### config.mk
export PLATFORM = sky130hd
export DESIGN_NAME = stepper_note_tone_sequencer_flat
export DESIGN_NICKNAME = d
export VERILOG_FILES = /design/src/rtl/snts_pkg.sv /design/src/rtl/snts_ifs.sv /design/src/rtl/snts_ram.sv /design/src/rtl/snts_update.sv /design/src/rtl/stepper_note_tone_sequencer.sv /design/src/flat_wrapper.sv
export SDC_FILE = /design/constraint.sdc
export NUM_CORES = 1
export LEC_CHECK = 0
export BUFFER_PORTS_ARGS = -buffer_cell sky130_fd_sc_hd__buf_2
export CORE_MARGIN = 2
export CORE_UTILIZATION = 47
export CTS_CLUSTER_DIAMETER = 40
export CTS_CLUSTER_SIZE = 40
export DETAILED_ROUTE_END_ITERATION = 8
export GPL_TIMING_DRIVEN = 0
export SYNTH_ARGS = -nofsm -noshare
export SYNTH_HDL_FRONTEND = slang
export SYNTH_HIERARCHICAL = 1
export SYNTH_SLANG_ARGS = --single-unit
### constraint.sdc
create_clock -name clk -period 8.3 [get_ports clk]
set_clock_uncertainty 0.05 [all_clocks]
set_input_delay 1.66 -clock clk [delete_from_list [all_inputs] [get_ports clk]]
set_output_delay 1.66 -clock clk [all_outputs]
set_load 0.02 [all_outputs]
### src/rtl/snts_pkg.sv
// shared types, constants and step tables for the stepper note tone sequencer
`default_nettype none
package snts_pkg;

  localparam int NUM_CHANNELS = 8;
  // chan and out_chan are 3 bits, so at most eight channels are reachable
  localparam int LIVE_CH = (NUM_CHANNELS < 8) ? NUM_CHANNELS : 8;
  localparam int CH_W = (NUM_CHANNELS > 1) ? $clog2(NUM_CHANNELS) : 1;

  localparam int CMD_W = 2;
  localparam int CHAN_W = 3;
  localparam int NOTE_W = 7;
  localparam int PERIOD_W = 16;
  localparam int COIL_W = 4;
  localparam int MODE_W = 2;
  localparam int PHASE_W = 3;
  localparam int TOTAL_W = 4;

  localparam logic [TOTAL_W-1:0] TOTAL_MAX = '1;

  typedef enum logic [CMD_W-1:0] {
    CMD_TICK = 2'd0,
    CMD_NOTE_ON = 2'd1,
    CMD_NOTE_OFF = 2'd2,
    CMD_STOP_ALL = 2'd3
  } cmd_t;

  localparam logic [MODE_W-1:0] MODE_WAVE = 2'd0;
  localparam logic [MODE_W-1:0] MODE_FULL = 2'd1;
  localparam logic [MODE_W-1:0] MODE_HALF = 2'd2;

  localparam logic [PHASE_W-1:0] PHASE_LAST4 = 3'd3;
  localparam logic [PHASE_W-1:0] PHASE_LAST8 = 3'd7;

  localparam logic [COIL_W-1:0] WAVE_SEQ [4] = '{4'h1, 4'h4, 4'h2, 4'h8};
  localparam logic [COIL_W-1:0] FULL_SEQ [4] = '{4'h5, 4'h6, 4'hA, 4'h9};
  localparam logic [COIL_W-1:0] HALF_SEQ [8] =
    '{4'h1, 4'h5, 4'h4, 4'h6, 4'h2, 4'hA, 4'h8, 4'h9};

  typedef enum logic [1:0] {
    S_IDLE,
    S_EX,
    S_FIN
  } state_t;

  // one channel's stored state, one memory word
  typedef struct packed {
    logic                active;
    logic [NOTE_W-1:0]   note;
    logic [PERIOD_W-1:0] period;
    logic [PERIOD_W-1:0] count;
    logic [PHASE_W-1:0]  phase;
  } entry_t;

  typedef struct packed {
    logic               res;
    logic [COIL_W-1:0]  coils;
    logic               inc;
    logic               dec;
    entry_t             nxt;
  } upd_t;

  function automatic logic [COIL_W-1:0] step_pattern(logic [MODE_W-1:0] mode,
                                                     logic [PHASE_W-1:0] ph);
    logic [COIL_W-1:0] pat;
    case (mode)
      MODE_HALF: pat = HALF_SEQ[ph];
      MODE_FULL: pat = FULL_SEQ[ph[1:0]];
      default:   pat = WAVE_SEQ[ph[1:0]];
    endcase
    return pat;
  endfunction

  function automatic logic [PHASE_W-1:0] step_advance(logic [MODE_W-1:0] mode,
                                                      logic [PHASE_W-1:0] ph);
    logic [PHASE_W-1:0] lim;
    lim = (mode == MODE_HALF) ? PHASE_LAST8 : PHASE_LAST4;
    return (ph >= lim) ? '0 : PHASE_W'(ph + 1'b1);
  endfunction

endpackage
`default_nettype wire

### src/rtl/snts_ifs.sv
// handshake channel interfaces: commands, coil updates, step mode writes
`default_nettype none
interface snts_cmd_if;
  import snts_pkg::*;
  logic                valid;
  logic                ready;
  logic [CMD_W-1:0]    cmd;
  logic [CHAN_W-1:0]   chan;
  logic [NOTE_W-1:0]   note;
  logic [PERIOD_W-1:0] period;
  modport source (output valid, cmd, chan, note, period, input ready);
  modport sink (input valid, cmd, chan, note, period, output ready);
endinterface

interface snts_coil_if;
  import snts_pkg::*;
  logic              valid;
  logic              ready;
  logic [CHAN_W-1:0] out_chan;
  logic [COIL_W-1:0] coils;
  logic              last;
  modport source (output valid, out_chan, coils, last, input ready);
  modport sink (input valid, out_chan, coils, last, output ready);
endinterface

interface snts_cfg_if;
  import snts_pkg::*;
  logic              valid;
  logic              ready;
  logic [MODE_W-1:0] step_mode;
  modport source (output valid, step_mode, input ready);
  modport sink (input valid, step_mode, output ready);
endinterface
`default_nettype wire

### src/rtl/snts_ram.sv
// generic single write, single registered read ram
`default_nettype none
module snts_ram #(
  parameter int WIDTH = 8,
  parameter int DEPTH = 8,
  parameter int AW = (DEPTH > 1) ? $clog2(DEPTH) : 1
) (
  input  wire logic             clk,
  input  wire logic             wr_en,
  input  wire logic [AW-1:0]    wr_addr,
  input  wire logic [WIDTH-1:0] wr_data,
  input  wire logic [AW-1:0]    rd_addr,
  output logic      [WIDTH-1:0] rd_data
);

  logic [WIDTH-1:0] mem [DEPTH];

  always_ff @(posedge clk) begin
    if (wr_en) begin
      mem[wr_addr] <= wr_data;
    end
    rd_data <= mem[rd_addr];
  end

endmodule
`default_nettype wire

### src/rtl/snts_update.sv
// per-channel read-modify-write logic for one command
`default_nettype none
module snts_update (
  input  wire logic [snts_pkg::CMD_W-1:0]    cmd,
  input  wire logic [snts_pkg::NOTE_W-1:0]   note,
  input  wire logic [snts_pkg::PERIOD_W-1:0] period,
  input  wire logic [snts_pkg::MODE_W-1:0]   mode,
  input  wire snts_pkg::entry_t              cur,
  output snts_pkg::upd_t                     upd
);
  import snts_pkg::*;

  always_comb begin
    upd = '0;
    upd.nxt = cur;
    case (cmd_t'(cmd))
      CMD_TICK: begin
        if (cur.period != '0) begin
          if (cur.count >= cur.period) begin
            upd.res = 1'b1;
            upd.coils = step_pattern(mode, cur.phase);
            upd.nxt.count = '0;
            upd.nxt.phase = step_advance(mode, cur.phase);
          end else begin
            upd.nxt.count = PERIOD_W'(cur.count + 1'b1);
          end
        end
      end
      CMD_NOTE_ON: begin
        // busy channel keeps its note
        if (!cur.active) begin
          upd.nxt.active = 1'b1;
          upd.nxt.note = note;
          upd.nxt.period = period;
          upd.inc = 1'b1;
        end
      end
      CMD_NOTE_OFF: begin
        if (cur.active && cur.note == note) begin
          upd.nxt.active = 1'b0;
          upd.nxt.note = '0;
          upd.nxt.period = '0;
          upd.res = 1'b1;
          upd.dec = 1'b1;
        end
      end
      CMD_STOP_ALL: begin
        // phase survives
        upd.nxt.active = 1'b0;
        upd.nxt.note = '0;
        upd.nxt.period = '0;
        upd.nxt.count = '0;
        upd.res = 1'b1;
      end
      default: begin
        upd.nxt = cur;
      end
    endcase
  end

endmodule
`default_nettype wire

### src/rtl/stepper_note_tone_sequencer.sv
// top level: stepper note tone sequencer with channel state in ram
//
//   port   dir   carries                              accepted when
//   req    sink  cmd, chan, note, period              req.valid && req.ready
//   rsp    src   out_chan, coils, last                rsp.valid && rsp.ready
//   cfg    sink  step_mode                            cfg.valid && cfg.ready
//
// one command at a time. tick and stop_all walk the channels, one channel per
// cycle through the ram read/write pipe, unless a held update waits on the output.
// note_on and note_off touch one channel. a tick with no active note is taken without a walk.
// a coil update is held back one step so last can be set on the final one.
// rst is synchronous; per-channel valid bits make the ram read as zero after it.
`default_nettype none
module stepper_note_tone_sequencer (
  input  wire logic clk,
  input  wire logic rst,
  snts_cmd_if.sink  req,
  snts_coil_if.source rsp,
  snts_cfg_if.sink  cfg
);
  import snts_pkg::*;

  state_t              state, state_next;
  logic [CMD_W-1:0]    cmd_q;
  logic [NOTE_W-1:0]   note_q;
  logic [PERIOD_W-1:0] period_q;
  logic [CH_W-1:0]     idx, end_idx;
  logic [TOTAL_W-1:0]  active_total;
  logic [MODE_W-1:0]   step_mode;

  logic                pend_v;
  logic [CHAN_W-1:0]   pend_chan;
  logic [COIL_W-1:0]   pend_coils;

  logic [NUM_CHANNELS-1:0] vld;
  logic                rd_vld;
  logic [CH_W-1:0]     rd_addr;
  logic [$bits(entry_t)-1:0] rd_data;
  entry_t              cur;
  upd_t                upd;

  logic in_acc, out_free, go, in_range, scan_all;
  logic proceed, wr_en, out_load, out_last, pend_clr;

  assign in_acc = req.valid && req.ready;
  assign out_free = !rsp.valid || rsp.ready;
  assign scan_all = (req.cmd == CMD_TICK) || (req.cmd == CMD_STOP_ALL);
  assign in_range = 32'(req.chan) < LIVE_CH;
  assign cur = rd_vld ? entry_t'(rd_data) : '0;
  assign cfg.ready = 1'b1;

  always_comb begin
    case (cmd_t'(req.cmd))
      CMD_TICK:     go = active_total != '0;
      CMD_STOP_ALL: go = 1'b1;
      default:      go = in_range;
    endcase
  end

  snts_update u_update (
    .cmd    (cmd_q),
    .note   (note_q),
    .period (period_q),
    .mode   (step_mode),
    .cur    (cur),
    .upd    (upd)
  );

  snts_ram #(
    .WIDTH ($bits(entry_t)),
    .DEPTH (NUM_CHANNELS)
  ) u_ram (
    .clk     (clk),
    .wr_en   (wr_en),
    .wr_addr (idx),
    .wr_data (upd.nxt),
    .rd_addr (rd_addr),
    .rd_data (rd_data)
  );

  always_comb begin
    state_next = state;
    req.ready = 1'b0;
    rd_addr = idx;
    proceed = 1'b0;
    wr_en = 1'b0;
    out_load = 1'b0;
    out_last = 1'b0;
    pend_clr = 1'b0;
    case (state)
      S_IDLE: begin
        req.ready = 1'b1;
        rd_addr = scan_all ? '0 : CH_W'(req.chan);
        if (in_acc && go) begin
          state_next = S_EX;
        end
      end
      S_EX: begin
        // a new update with one still held needs the output register free
        proceed = !(upd.res && pend_v && !out_free);
        if (proceed) begin
          wr_en = 1'b1;
          rd_addr = CH_W'(idx + 1'b1);
          out_load = upd.res && pend_v;
          if (idx == end_idx) begin
            state_next = S_FIN;
          end
        end
      end
      S_FIN: begin
        if (!pend_v) begin
          state_next = S_IDLE;
        end else if (out_free) begin
          out_load = 1'b1;
          out_last = 1'b1;
          pend_clr = 1'b1;
          state_next = S_IDLE;
        end
      end
      default: begin
        state_next = S_IDLE;
      end
    endcase
  end

  always_ff @(posedge clk) begin
    if (rst) begin
      state <= S_IDLE;
      active_total <= '0;
      step_mode <= MODE_WAVE;
      pend_v <= 1'b0;
      vld <= '0;
      rd_vld <= 1'b0;
      rsp.valid <= 1'b0;
    end else begin
      state <= state_next;
      rd_vld <= vld[rd_addr];
      if (wr_en) begin
        vld[idx] <= 1'b1;
      end
      if (cfg.valid && cfg.ready) begin
        step_mode <= cfg.step_mode;
      end
      if (in_acc && req.cmd == CMD_STOP_ALL) begin
        active_total <= '0;
      end else if (proceed && upd.inc && active_total != TOTAL_MAX) begin
        active_total <= TOTAL_W'(active_total + 1'b1);
      end else if (proceed && upd.dec && active_total != '0) begin
        active_total <= TOTAL_W'(active_total - 1'b1);
      end
      if (proceed && upd.res) begin
        pend_v <= 1'b1;
      end else if (pend_clr) begin
        pend_v <= 1'b0;
      end
      if (out_load) begin
        rsp.valid <= 1'b1;
      end else if (rsp.ready) begin
        rsp.valid <= 1'b0;
      end
    end
  end

  always_ff @(posedge clk) begin
    if (in_acc) begin
      cmd_q <= req.cmd;
      note_q <= req.note;
      period_q <= req.period;
      idx <= scan_all ? '0 : CH_W'(req.chan);
      end_idx <= scan_all ? CH_W'(LIVE_CH - 1) : CH_W'(req.chan);
    end else if (proceed) begin
      idx <= CH_W'(idx + 1'b1);
    end
    if (proceed && upd.res) begin
      pend_chan <= CHAN_W'(idx);
      pend_coils <= upd.coils;
    end
    if (out_load) begin
      rsp.out_chan <= pend_chan;
      rsp.coils <= pend_coils;
      rsp.last <= out_last;
    end
  end

endmodule
`default_nettype wire
### src/flat_wrapper.sv
// flat-port wrapper written by rule: the top's interface ports become plain ports
module stepper_note_tone_sequencer_flat import snts_pkg::*;
  (clk, rst, req_valid, req_cmd, req_chan, req_note, req_period, req_ready, rsp_valid, rsp_out_chan, rsp_coils, rsp_last, rsp_ready, cfg_valid, cfg_step_mode, cfg_ready);
  snts_cmd_if req_i ();
  snts_coil_if rsp_i ();
  snts_cfg_if cfg_i ();
  input  wire logic clk;
  input  wire logic rst;
  input wire logic [$bits(req_i.valid)-1:0] req_valid;
  input wire logic [$bits(req_i.cmd)-1:0] req_cmd;
  input wire logic [$bits(req_i.chan)-1:0] req_chan;
  input wire logic [$bits(req_i.note)-1:0] req_note;
  input wire logic [$bits(req_i.period)-1:0] req_period;
  output wire logic [$bits(req_i.ready)-1:0] req_ready;
  output wire logic [$bits(rsp_i.valid)-1:0] rsp_valid;
  output wire logic [$bits(rsp_i.out_chan)-1:0] rsp_out_chan;
  output wire logic [$bits(rsp_i.coils)-1:0] rsp_coils;
  output wire logic [$bits(rsp_i.last)-1:0] rsp_last;
  input wire logic [$bits(rsp_i.ready)-1:0] rsp_ready;
  input wire logic [$bits(cfg_i.valid)-1:0] cfg_valid;
  input wire logic [$bits(cfg_i.step_mode)-1:0] cfg_step_mode;
  output wire logic [$bits(cfg_i.ready)-1:0] cfg_ready;
  assign req_i.valid = req_valid;
  assign req_i.cmd = req_cmd;
  assign req_i.chan = req_chan;
  assign req_i.note = req_note;
  assign req_i.period = req_period;
  assign req_ready = req_i.ready;
  assign rsp_valid = rsp_i.valid;
  assign rsp_out_chan = rsp_i.out_chan;
  assign rsp_coils = rsp_i.coils;
  assign rsp_last = rsp_i.last;
  assign rsp_i.ready = rsp_ready;
  assign cfg_i.valid = cfg_valid;
  assign cfg_i.step_mode = cfg_step_mode;
  assign cfg_ready = cfg_i.ready;
  stepper_note_tone_sequencer u_core (.clk(clk), .rst(rst), .req(req_i), .rsp(rsp_i), .cfg(cfg_i));
endmodule
* Word level (Yosys, flattened, before mapping)
Memory sizes are Yosys's and may differ from the RTL's. A register that Yosys moved wholly into a read port is not among the register bits.
Index checks and enable logic that the tools add are counted.
** Storage, ports and cells
- Memories :: 2
- Input bits :: 35
- Bits in read-only memories :: 32
- Bits in registers :: 65
- Output and inout port bits :: 11
- Word-level logic and storage cells :: 138
- Bits in writable memories :: 344
** Memories
- u_core.u_ram.mem :: words 8, bits a word 43, read ports 1, clocked after memory_dff 1, wr ports 1, RTL line snts_ram.sv:16 : logic [WIDTH-1:0] mem [DEPTH];
- (name not given) :: words 8, bits a word 4, read ports 1, clocked after memory_dff 0, wr ports 0, RTL line snts_pkg.sv:67 : MODE_HALF: pat = HALF_SEQ[ph];
** Operators by class
- Mux-type cells :: 60
- Bitwise gates (word level) :: 3
- Reduce and logical (&&, ||, !) cells :: 29
- Equal/unequal tests :: 15
- $add $sub $neg :: 5
- $lt $le $gt $ge :: 7
** Operator list (number)
- 24-bit one-hot mux with 3 select lines :: 1
- 43-bit 2-to-1 mux :: 1
- 4-bit 2-to-1 mux :: 8
- 16-bit one-hot mux with 2 select lines :: 1
- 25-bit 2-to-1 mux :: 1
- 3-bit 2-to-1 mux :: 8
- 23-bit 2-to-1 mux :: 1
- 1-bit 2-to-1 mux :: 21
- 19-bit 2-to-1 mux :: 1
- 16-bit by 1-bit adder with 16-bit output, second input constant :: 1
- 4-bit binary-select mux with 2-bit select :: 2
- 16-bit greater-or-equal comparator :: 1
- 16-bit 2-to-1 mux :: 1
- 16-bit nonzero test :: 1
- 1-bit logical AND :: 12
- 2-bit == test, second input constant :: 5
- 2-bit 2-to-1 mux :: 5
- 5-bit 2-to-1 mux :: 2
- 3-bit by 4-bit < comparator with 1-bit output, second input constant :: 2
- 8-bit bitwise OR :: 1
- 4-bit one-hot mux with 2 select lines :: 1
- 2-bit nonzero test :: 4
- 7-bit == test :: 1
- 3-bit by 1-bit adder with 3-bit output, second input constant :: 2
- other kinds (27) :: 35

* Longest topological paths before layout
Gate-level depths: netlist (run 1).
- Depth after elaboration :: 17
- Mapped depth :: 21
- Mapped depth without buffers :: 17

* Cells and area by module
Netlist (run 1), hierarchy kept.
** Modules (own cells, without submodules)
- snts_ram :: instances 1, area each 14027.2 µm², seq. area each 11190.7 µm², cells an instance 554
- stepper_note_tone_sequencer :: instances 1, area each 2946.6 µm², seq. area each 1761.7 µm², cells an instance 247
- snts_update :: instances 1, area each 1863.0 µm², seq. area each 0.0 µm², cells an instance 272

* Worst setup path after synthesis (run 1)
Ideal clock, no wire load.
- Path kind :: reg2reg
- Start :: register u_core.rd_vld
- End :: memory u_core/u_ram/mem[0][0] (netlist name), enable pin
- Setup slack :: 1.958 ns
- Library setup time :: 0.497 ns
- Data arrival time :: 5.795 ns
- Buffers on the path :: 2
- Period minus slack after synthesis :: 6.342 ns
- Cell stages (with the launch flop) :: 17
- Path through :: dfxtp_1 -> clkbuf_1 -> and2_1 -> inv_1 -> ha_1 -> nand2b_4 -> a2111oi_4 -> o21ai_2 -> a311oi_4 -> or3_1 -> buf_4 -> a21oi_1 -> nand4b_4 -> nand2_4 -> inv_6 -> nand2b_1 -> nor3_1
** RTL lines
- start, declared :: RTL line stepper_note_tone_sequencer.sv:36 : logic rd_vld;
- start signal, assigned :: RTL line stepper_note_tone_sequencer.sv:137 : rd_vld <= vld[rd_addr];
- end, declared :: RTL line snts_ram.sv:16

==> reports/qor.yml, run 1 <==
detailed_routing:
  drtPass1Iterations: 5
  totalWireLength_um: 40400
  drc: 0
  routedWlPerCell_um: 22.7
  drtIter0Drc: 721
  vias: 9982
  vias_per_cell: 5.62
  drtAntennaViolNets: 0
setup_path:
  critical-path-slowest-cell: "dfxtp_1"
  cp.arrival_ps: 6640
  crit_type: "reg2reg"
  critPathRequiredTime_ps: 8720
  r2r_setup_slack_ps: 2080
  worstSetupStartpointType: "register"
  crit_path_end_kind: "register"
  path_cells: "clkbuf_1 > and2_1 > inv_1 > ha_1 > nand4_1 > nor3_2 > a311oi_4 > or3_1 > buf_4 > a21oi_1 > nand4b_4 > a311oi_1 > a211oi_1 > inv_1 > clkbuf_1 > buf_2 > buf_2 > mux4_2 > mux2_4"
  cp_max_fo: 10
  slowest_delay_ps: 630
placed_design:
  place_inst: 1661
  dp_hpwl_um: 26200
  placed_area_sq_um: 20100
  place.gp.congestion: 0.901
  io_buffers: 43
  pre_cts_ws_ps: 1980
timing:
  setup_slack_ps: 2080
  slew_viol_final: 0
  worstMarginPinSlew_ps: 1050
  period_share_pct: 75.0
  fin_crit_ps: 6220
  tns_ps: 0
  hold_viol_final: 0
  setup_viol: 0
  fmaxAchievable_ghz: 0.161
  grt_setup_unrepaired: "false"
  slew_headroom_pct: 29.2
finish:
  layout_commonest_cell: "edfxtp_1"
  area_delta_synth_final_pct: 17.8
  mostFrequentLayoutCells: "390 x edfxtp_1, 83 x mux4_2, 62 x clkbuf_16, 62 x dfxtp_1, 56 x buf_2"
  seq_area_sq_um: 13000
  multiInputGateArea_sq_um: 5440
  diodes: 0
  drive_gt1_share_pct: 27.5
  post-route-cell-area_sq_um: 22200
  nFillCells: 3142
  fin_cells: 1776
  fin_nets: 1274
cts:
  clk_pin_slew_ps: 60
  cts_resized: 0
  worst_skew_pair.late_latency_ps: 600
  cts_hold_buf: 0
  cts_setup_buffers: 0
  htreeDepth: 2
  cts_buffers: 60
  cts_tree: "built"
  root_buffer: "clkbuf_16"
  clockBufferDepth: 3
  cts_sinks: 452
pwr:
  powerDensity_nw_per_um2: 397
  vdd_drop_max_mv: 0.225
  p_leak_nw: 7.71
  power_mw: 8.82
floorplan:
  start_util_pct: 47.5
  rows: 73
  fp.dieW_um: 204
  dieArea_sq_um: 41700
  ios: 46
  die-height_um: 204
  core_area_sq_um: 39600
grt:
  grt_pass1_wl_um: 61300
  grt_max_degree: 30
  overflow: 0
  grt_pass1_vias: 10100
  antenna_found_initial: 0
  grt_usage_pct: 19.9
synth:
  async_flop_share_pct: 0
  synth_edf_count: 390
  yosys_warnings: 6
  syn-num-nets: 1148
  syn_inst: 1073
  seq_area_frac_synth_pct: 68.8
  synth_cell_types: 73
  syn_area_per_cell_sq_um: 17.6
  synth_top_flop_cell: "edfxtp_1"
  syn_area_sq_um: 18800
  ys_ff_latch: 452
status:
  status: "completed"
min_path:
  hp-class: "reg2reg"
job:
  drv_cap: 0
logic make-up (layout without fill, tap and decap cells):
group,Yosys count,count (layout),synth area share [%]
flops,452,452,68.8
fa+ha+maj,40,40,2.70
other cells,1,1,0.0199
xor+xnor,14,14,0.651
compound gates,136,136,5.34
buf+inv,96,274,2.66
simple gates,196,196,5.69
mux,138,138,14.2
final timing paths:
kind / depth (start not counted) / end / from
setup / recovery: 19 / u_core/u_ram/rd_data[17] / u_core/rd_vld
hold / removal: 0 / u_core/rsp.coils[2] / u_core/pend_coils[2]
setup reg to reg: 19 / u_core/u_ram/rd_data[17] / u_core/rd_vld
hold reg to reg: 0 / u_core/rsp.coils[2] / u_core/pend_coils[2]
worst max-delay path: cells and delay by family, from the launching register on:
kind / cells / cell delay [ps]
buffers and inverters: 7 / 2020
AND/OR/NAND/NOR: 5 / 1370
AO/OA/AOI/OAI: 4 / 1040
multiplexers: 2 / 650
adder cells (fa/ha/maj): 1 / 290
flip-flops: 1 / 630
area by class of cell:
class                   count  share of cell area, %
repair buffers             64                   2.64
plain buffers              51                   1.47
well taps                 525                   2.96
clock inverters            40                   1.93
clock buffers              74                   7.37
multi-input cells         525                   24.5
inverters                  45                  0.783
flip-flops and latches    452                   58.3
metrics by stage:
| step | hold slack, ps | util (%) |
|---|---|---|
| CTS | 371 | 55.9 |
| global placement | 355 | 49.7 |
| finish | 373 | 56.0 |
| floorplan | 350 | - |
| global route | 383 | 56.0 |
| detailed placement | 359 | 50.7 |
power breakdown:
| part | switching [mW] | internal, mW | total, mW |
|---|---|---|---|
| Clock | 1.01 | 1.56 | 2.56 |
| Sequential | 0.115 | 2.96 | 3.07 |
| Combinational | 1.63 | 1.55 | 3.18 |
registers in the layout (all words and copies together) (netlist names), 4 cells and up:
signal	cells
u_core/u_ram/rd_data	43
u_core/active_total	4
u_core/pend_coils	4
u_core/rsp.coils	4
u_core/u_ram/mem	344
u_core/vld	8
u_core/period_q	16
u_core/note_q	7
cells in the mapped netlist (all sizes together) (10+ instances only):
cell type	n	area share, %
a21oi	30	0.80
a22o	24	1.1
and2	45	1.5
and3	11	0.38
buf	27	1.3
clkbuf	24	0.48
dfxtp	62	6.6
edfxtp	390	62
ha	39	2.6
inv	45	0.92
mux2	43	3.4
mux4	86	10
nand2	31	0.66
nor2	45	0.90
nor3	16	0.45
o21ai	22	0.60
xnor2	10	0.46
routing by layer:
metal  up-vias  wire length [um]  track usage [%]
met2       256             19300             31.9
met3        55              1770             3.27
met5         -                 0                0
met1      5145             18500             27.9
met4         0               813             6.31
li1       4526                 -                -
No activity file was read; power rests on OpenSTA's default activity.
==> run 2: changes to the inputs <==
==> constraint.sdc (replaced) <==
create_clock -name clk -period 5.9 [get_ports clk]
set_clock_uncertainty 0.05 [all_clocks]
set_input_delay 1.18 -clock clk [delete_from_list [all_inputs] [get_ports clk]]
set_output_delay 1.18 -clock clk [all_outputs]
set_load 0.02 [all_outputs]
==> run 2 against run 1 <==
  * Combinational power grew 42%
  * Maximum frequency grew 12%
  * Largest power group unchanged
  * Clock power increased by 38%
  * Flip-flop and latch count did not move
  * Non-clock buffer count shrank 5
  * Sequential share of layout area increased by 0.19 points
  * Global-route usage shrank 0.16 points
  * Via count decreased by 0.84%
  * Critical endpoint is now u_core/u_ram/rd_data[22]
  * Cell count is 0.84% lower
==> reports/qor.yml, run 2 (synthesis gave the netlist of run 1 again) <==
detailed_routing:
  vias: 9898
  vias_per_cell: 5.62
  drtIter0Drc: 769
  drtPass1Iterations: 6
  drc: 0
  routedWlPerCell_um: 22.7
  drtAntennaViolNets: 0
  totalWireLength_um: 40000
min_path:
  whs_endpoint: "u_core/rsp.coils[1]"
  hp-start: "u_core/pend_coils[1]"
  whs_path_depth: 0
  hp-class: "reg2reg"
setup_path:
  path_cells: "clkbuf_2 > and2_1 > inv_1 > ha_1 > nand4_1 > nor3_1 > or3_1 > a311oi_4 > or3_1 > buf_4 > a21oi_2 > nand4b_4 > a311oi_1 > a211oi_1 > inv_1 > clkbuf_1 > clkbuf_1 > mux4_2 > mux2_4"
  crit_buf_inv: 6
  worstSetupStartpointType: "register"
  r2r_setup_slack_ps: 360
  crit_path_end_kind: "register"
  r2r_start: "u_core/rd_vld"
  startpoint: "u_core/rd_vld"
  crit_family: "buffers and inverters"
  critPathRequiredTime_ps: 6330
  critical-path-slowest-cell: "clkbuf_1"
  cp.arrival_ps: 5970
  r2r_cells: 19
  cp_max_fo: 10
  slowest_delay_ps: 650
  crit_type: "reg2reg"
  r2r_end: "u_core/u_ram/rd_data[22]"
cts:
  htreeDepth: 2
  cts_tree: "built"
  root_buffer: "clkbuf_16"
  worst_skew_pair.late_latency_ps: 610
  cts_setup_buffers: 0
  clk_pin_slew_ps: 60
  cts_buffers: 55
  clockBufferDepth: 3
  cts_sinks: 452
timing:
  slew_viol_final: 0
  worstMarginPinSlew_ps: 1110
  fin_crit_ps: 5540
  hold_slack_ps: 370
  slew_headroom_pct: 25.7
  setup_viol: 0
  tns_ps: 0
  fmaxAchievable_ghz: 0.180
  period_share_pct: 93.9
  hold_viol_final: 0
pwr:
  powerDensity_nw_per_um2: 560
  p_leak_nw: 7.68
  vdd_drop_max_mv: 0.309
finish:
  drive_gt1_share_pct: 27.7
  reg_top3: "u_core/u_ram/mem x344, u_core/u_ram/rd_data x43, u_core/period_q x16"
  area_delta_synth_final_pct: 17.5
  fin_nets: 1264
  post-route-cell-area_sq_um: 22100
  diodes: 0
  largest_reg_flops: 344
  layout_commonest_cell: "edfxtp_1"
  mostFrequentLayoutCells: "390 x edfxtp_1, 83 x mux4_2, 61 x dfxtp_1"
  largest-register: "u_core/u_ram/mem"
  nFillCells: 3087
placed_design:
  placed_area_sq_um: 20100
  io_buffers: 43
  dp_hpwl_um: 25400
  place.gp.congestion: 0.901
grt:
  met1_usage_pct: 27.6
  grt_pass1_vias: 10100
  met3_usage_pct: 4.03
  top_usage_layer: "met2"
  grt_max_degree: 30
  overflow: 0
  antenna_found_initial: 0
  grt_pass1_wl_um: 60600
  grt_usage_pct: 19.7
  use_met2_pct: 31.8
floorplan:
  dieArea_sq_um: 41700
  rows: 73
  die-height_um: 204
  core_area_sq_um: 39600
  ios: 46
  start_util_pct: 47.5
  fp.dieW_um: 204
job:
  drv_cap: 0
status:
  status: "completed"
[run 2: cell count changes in the layout (fill, tap and decap cells not counted), moves of 5 or more]
| cell | previous run | this run |
|---|---|---|
| clkbuf_16 | 62 | 56 |
| inv_6 | 9 | 14 |
| clkbuf_1 | 32 | 21 |
| clkinv_2 | 9 | 1 |
| inv_8 | 1 | 12 |
| buf_6 | 10 | 4 |
[run 2: area by class of cell]
| type | count | area, sq um | share of cell area, % |
|---|---|---|---|
| inverter | 45 | 174 | 0.786 |
| clock buffer | 56 | 1400 | 6.33 |
| sequential | 452 | 13000 | 58.5 |
| tap | 525 | 657 | 2.97 |
| buffer | 51 | 340 | 1.54 |
| clock inverter | 48 | 581 | 2.62 |
| multi-input combinational | 525 | 5460 | 24.7 |
| timing repair buffer | 59 | 566 | 2.56 |
[run 2: timing repair]
item,4_1_cts,5_1_grt
gates resized for setup,4,5
hold buffers,0,0
setup endpoints to repair,43,43
hold endpoints to repair,0,0
[run 2: how the worst max path moves through the flow]
| stage | to | slack [ps] | cells after the start |
|---|---|---|---|
| final | u_core/u_ram/rd_data[22] | 360 | 19 |
| after global routing | u_core/u_ram/rd_data[0] | -10 | 19 |
| after CTS | u_core/u_ram/rd_data[18] | 120 | 19 |
| after detailed placement | u_core/u_ram/rd_data[7] | -170 | 18 |
| after global placement | u_core/u_ram/mem[7][6] | -2670 | 16 |
| after floorplan | u_core/u_ram/mem[2][0] | 710 | 16 |
[run 2: power by group]
part	internal (mW)	switching (mW)	total [mW]
clock	2.05	1.49	3.54
sequential	4.16	0.168	4.33
combinational	2.20	2.32	4.51
[run 2: per-stage QoR]
step	std cells	util (%)	total power [mW]	worst slack, ps
3_5_place_dp	1656	50.7	8.92	-170
4_1_cts	1760	55.7	12.5	118
5_1_grt	1761	55.8	13.0	-9.73
6_report	1761	55.8	12.4	357
2_1_floorplan	1073	-	7.71	711
3_3_place_gp	1641	49.7	8.80	-2670
[run 2: layer usage]
metal,vias to the layer above,part of all wire (%)
li1,4498,-
met3,62,5.4
met4,0,1.9
met5,-,0
met2,251,48
met1,5087,45
[run 2: worst reg2reg max path: stages, from the launching register on]
cell and delay, ps:
dfxtp_2 470, clkbuf_2 290, and2_1 310, inv_1 80, ha_1 290, nand4_1 160, nor3_1 230, or3_1 180
a311oi_4 70, or3_1 360, buf_4 190, a21oi_2 310, nand4b_4 230, a311oi_1 320, a211oi_1 110, inv_1 110
clkbuf_1 320, clkbuf_1 660, mux4_2 440, mux2_4 280
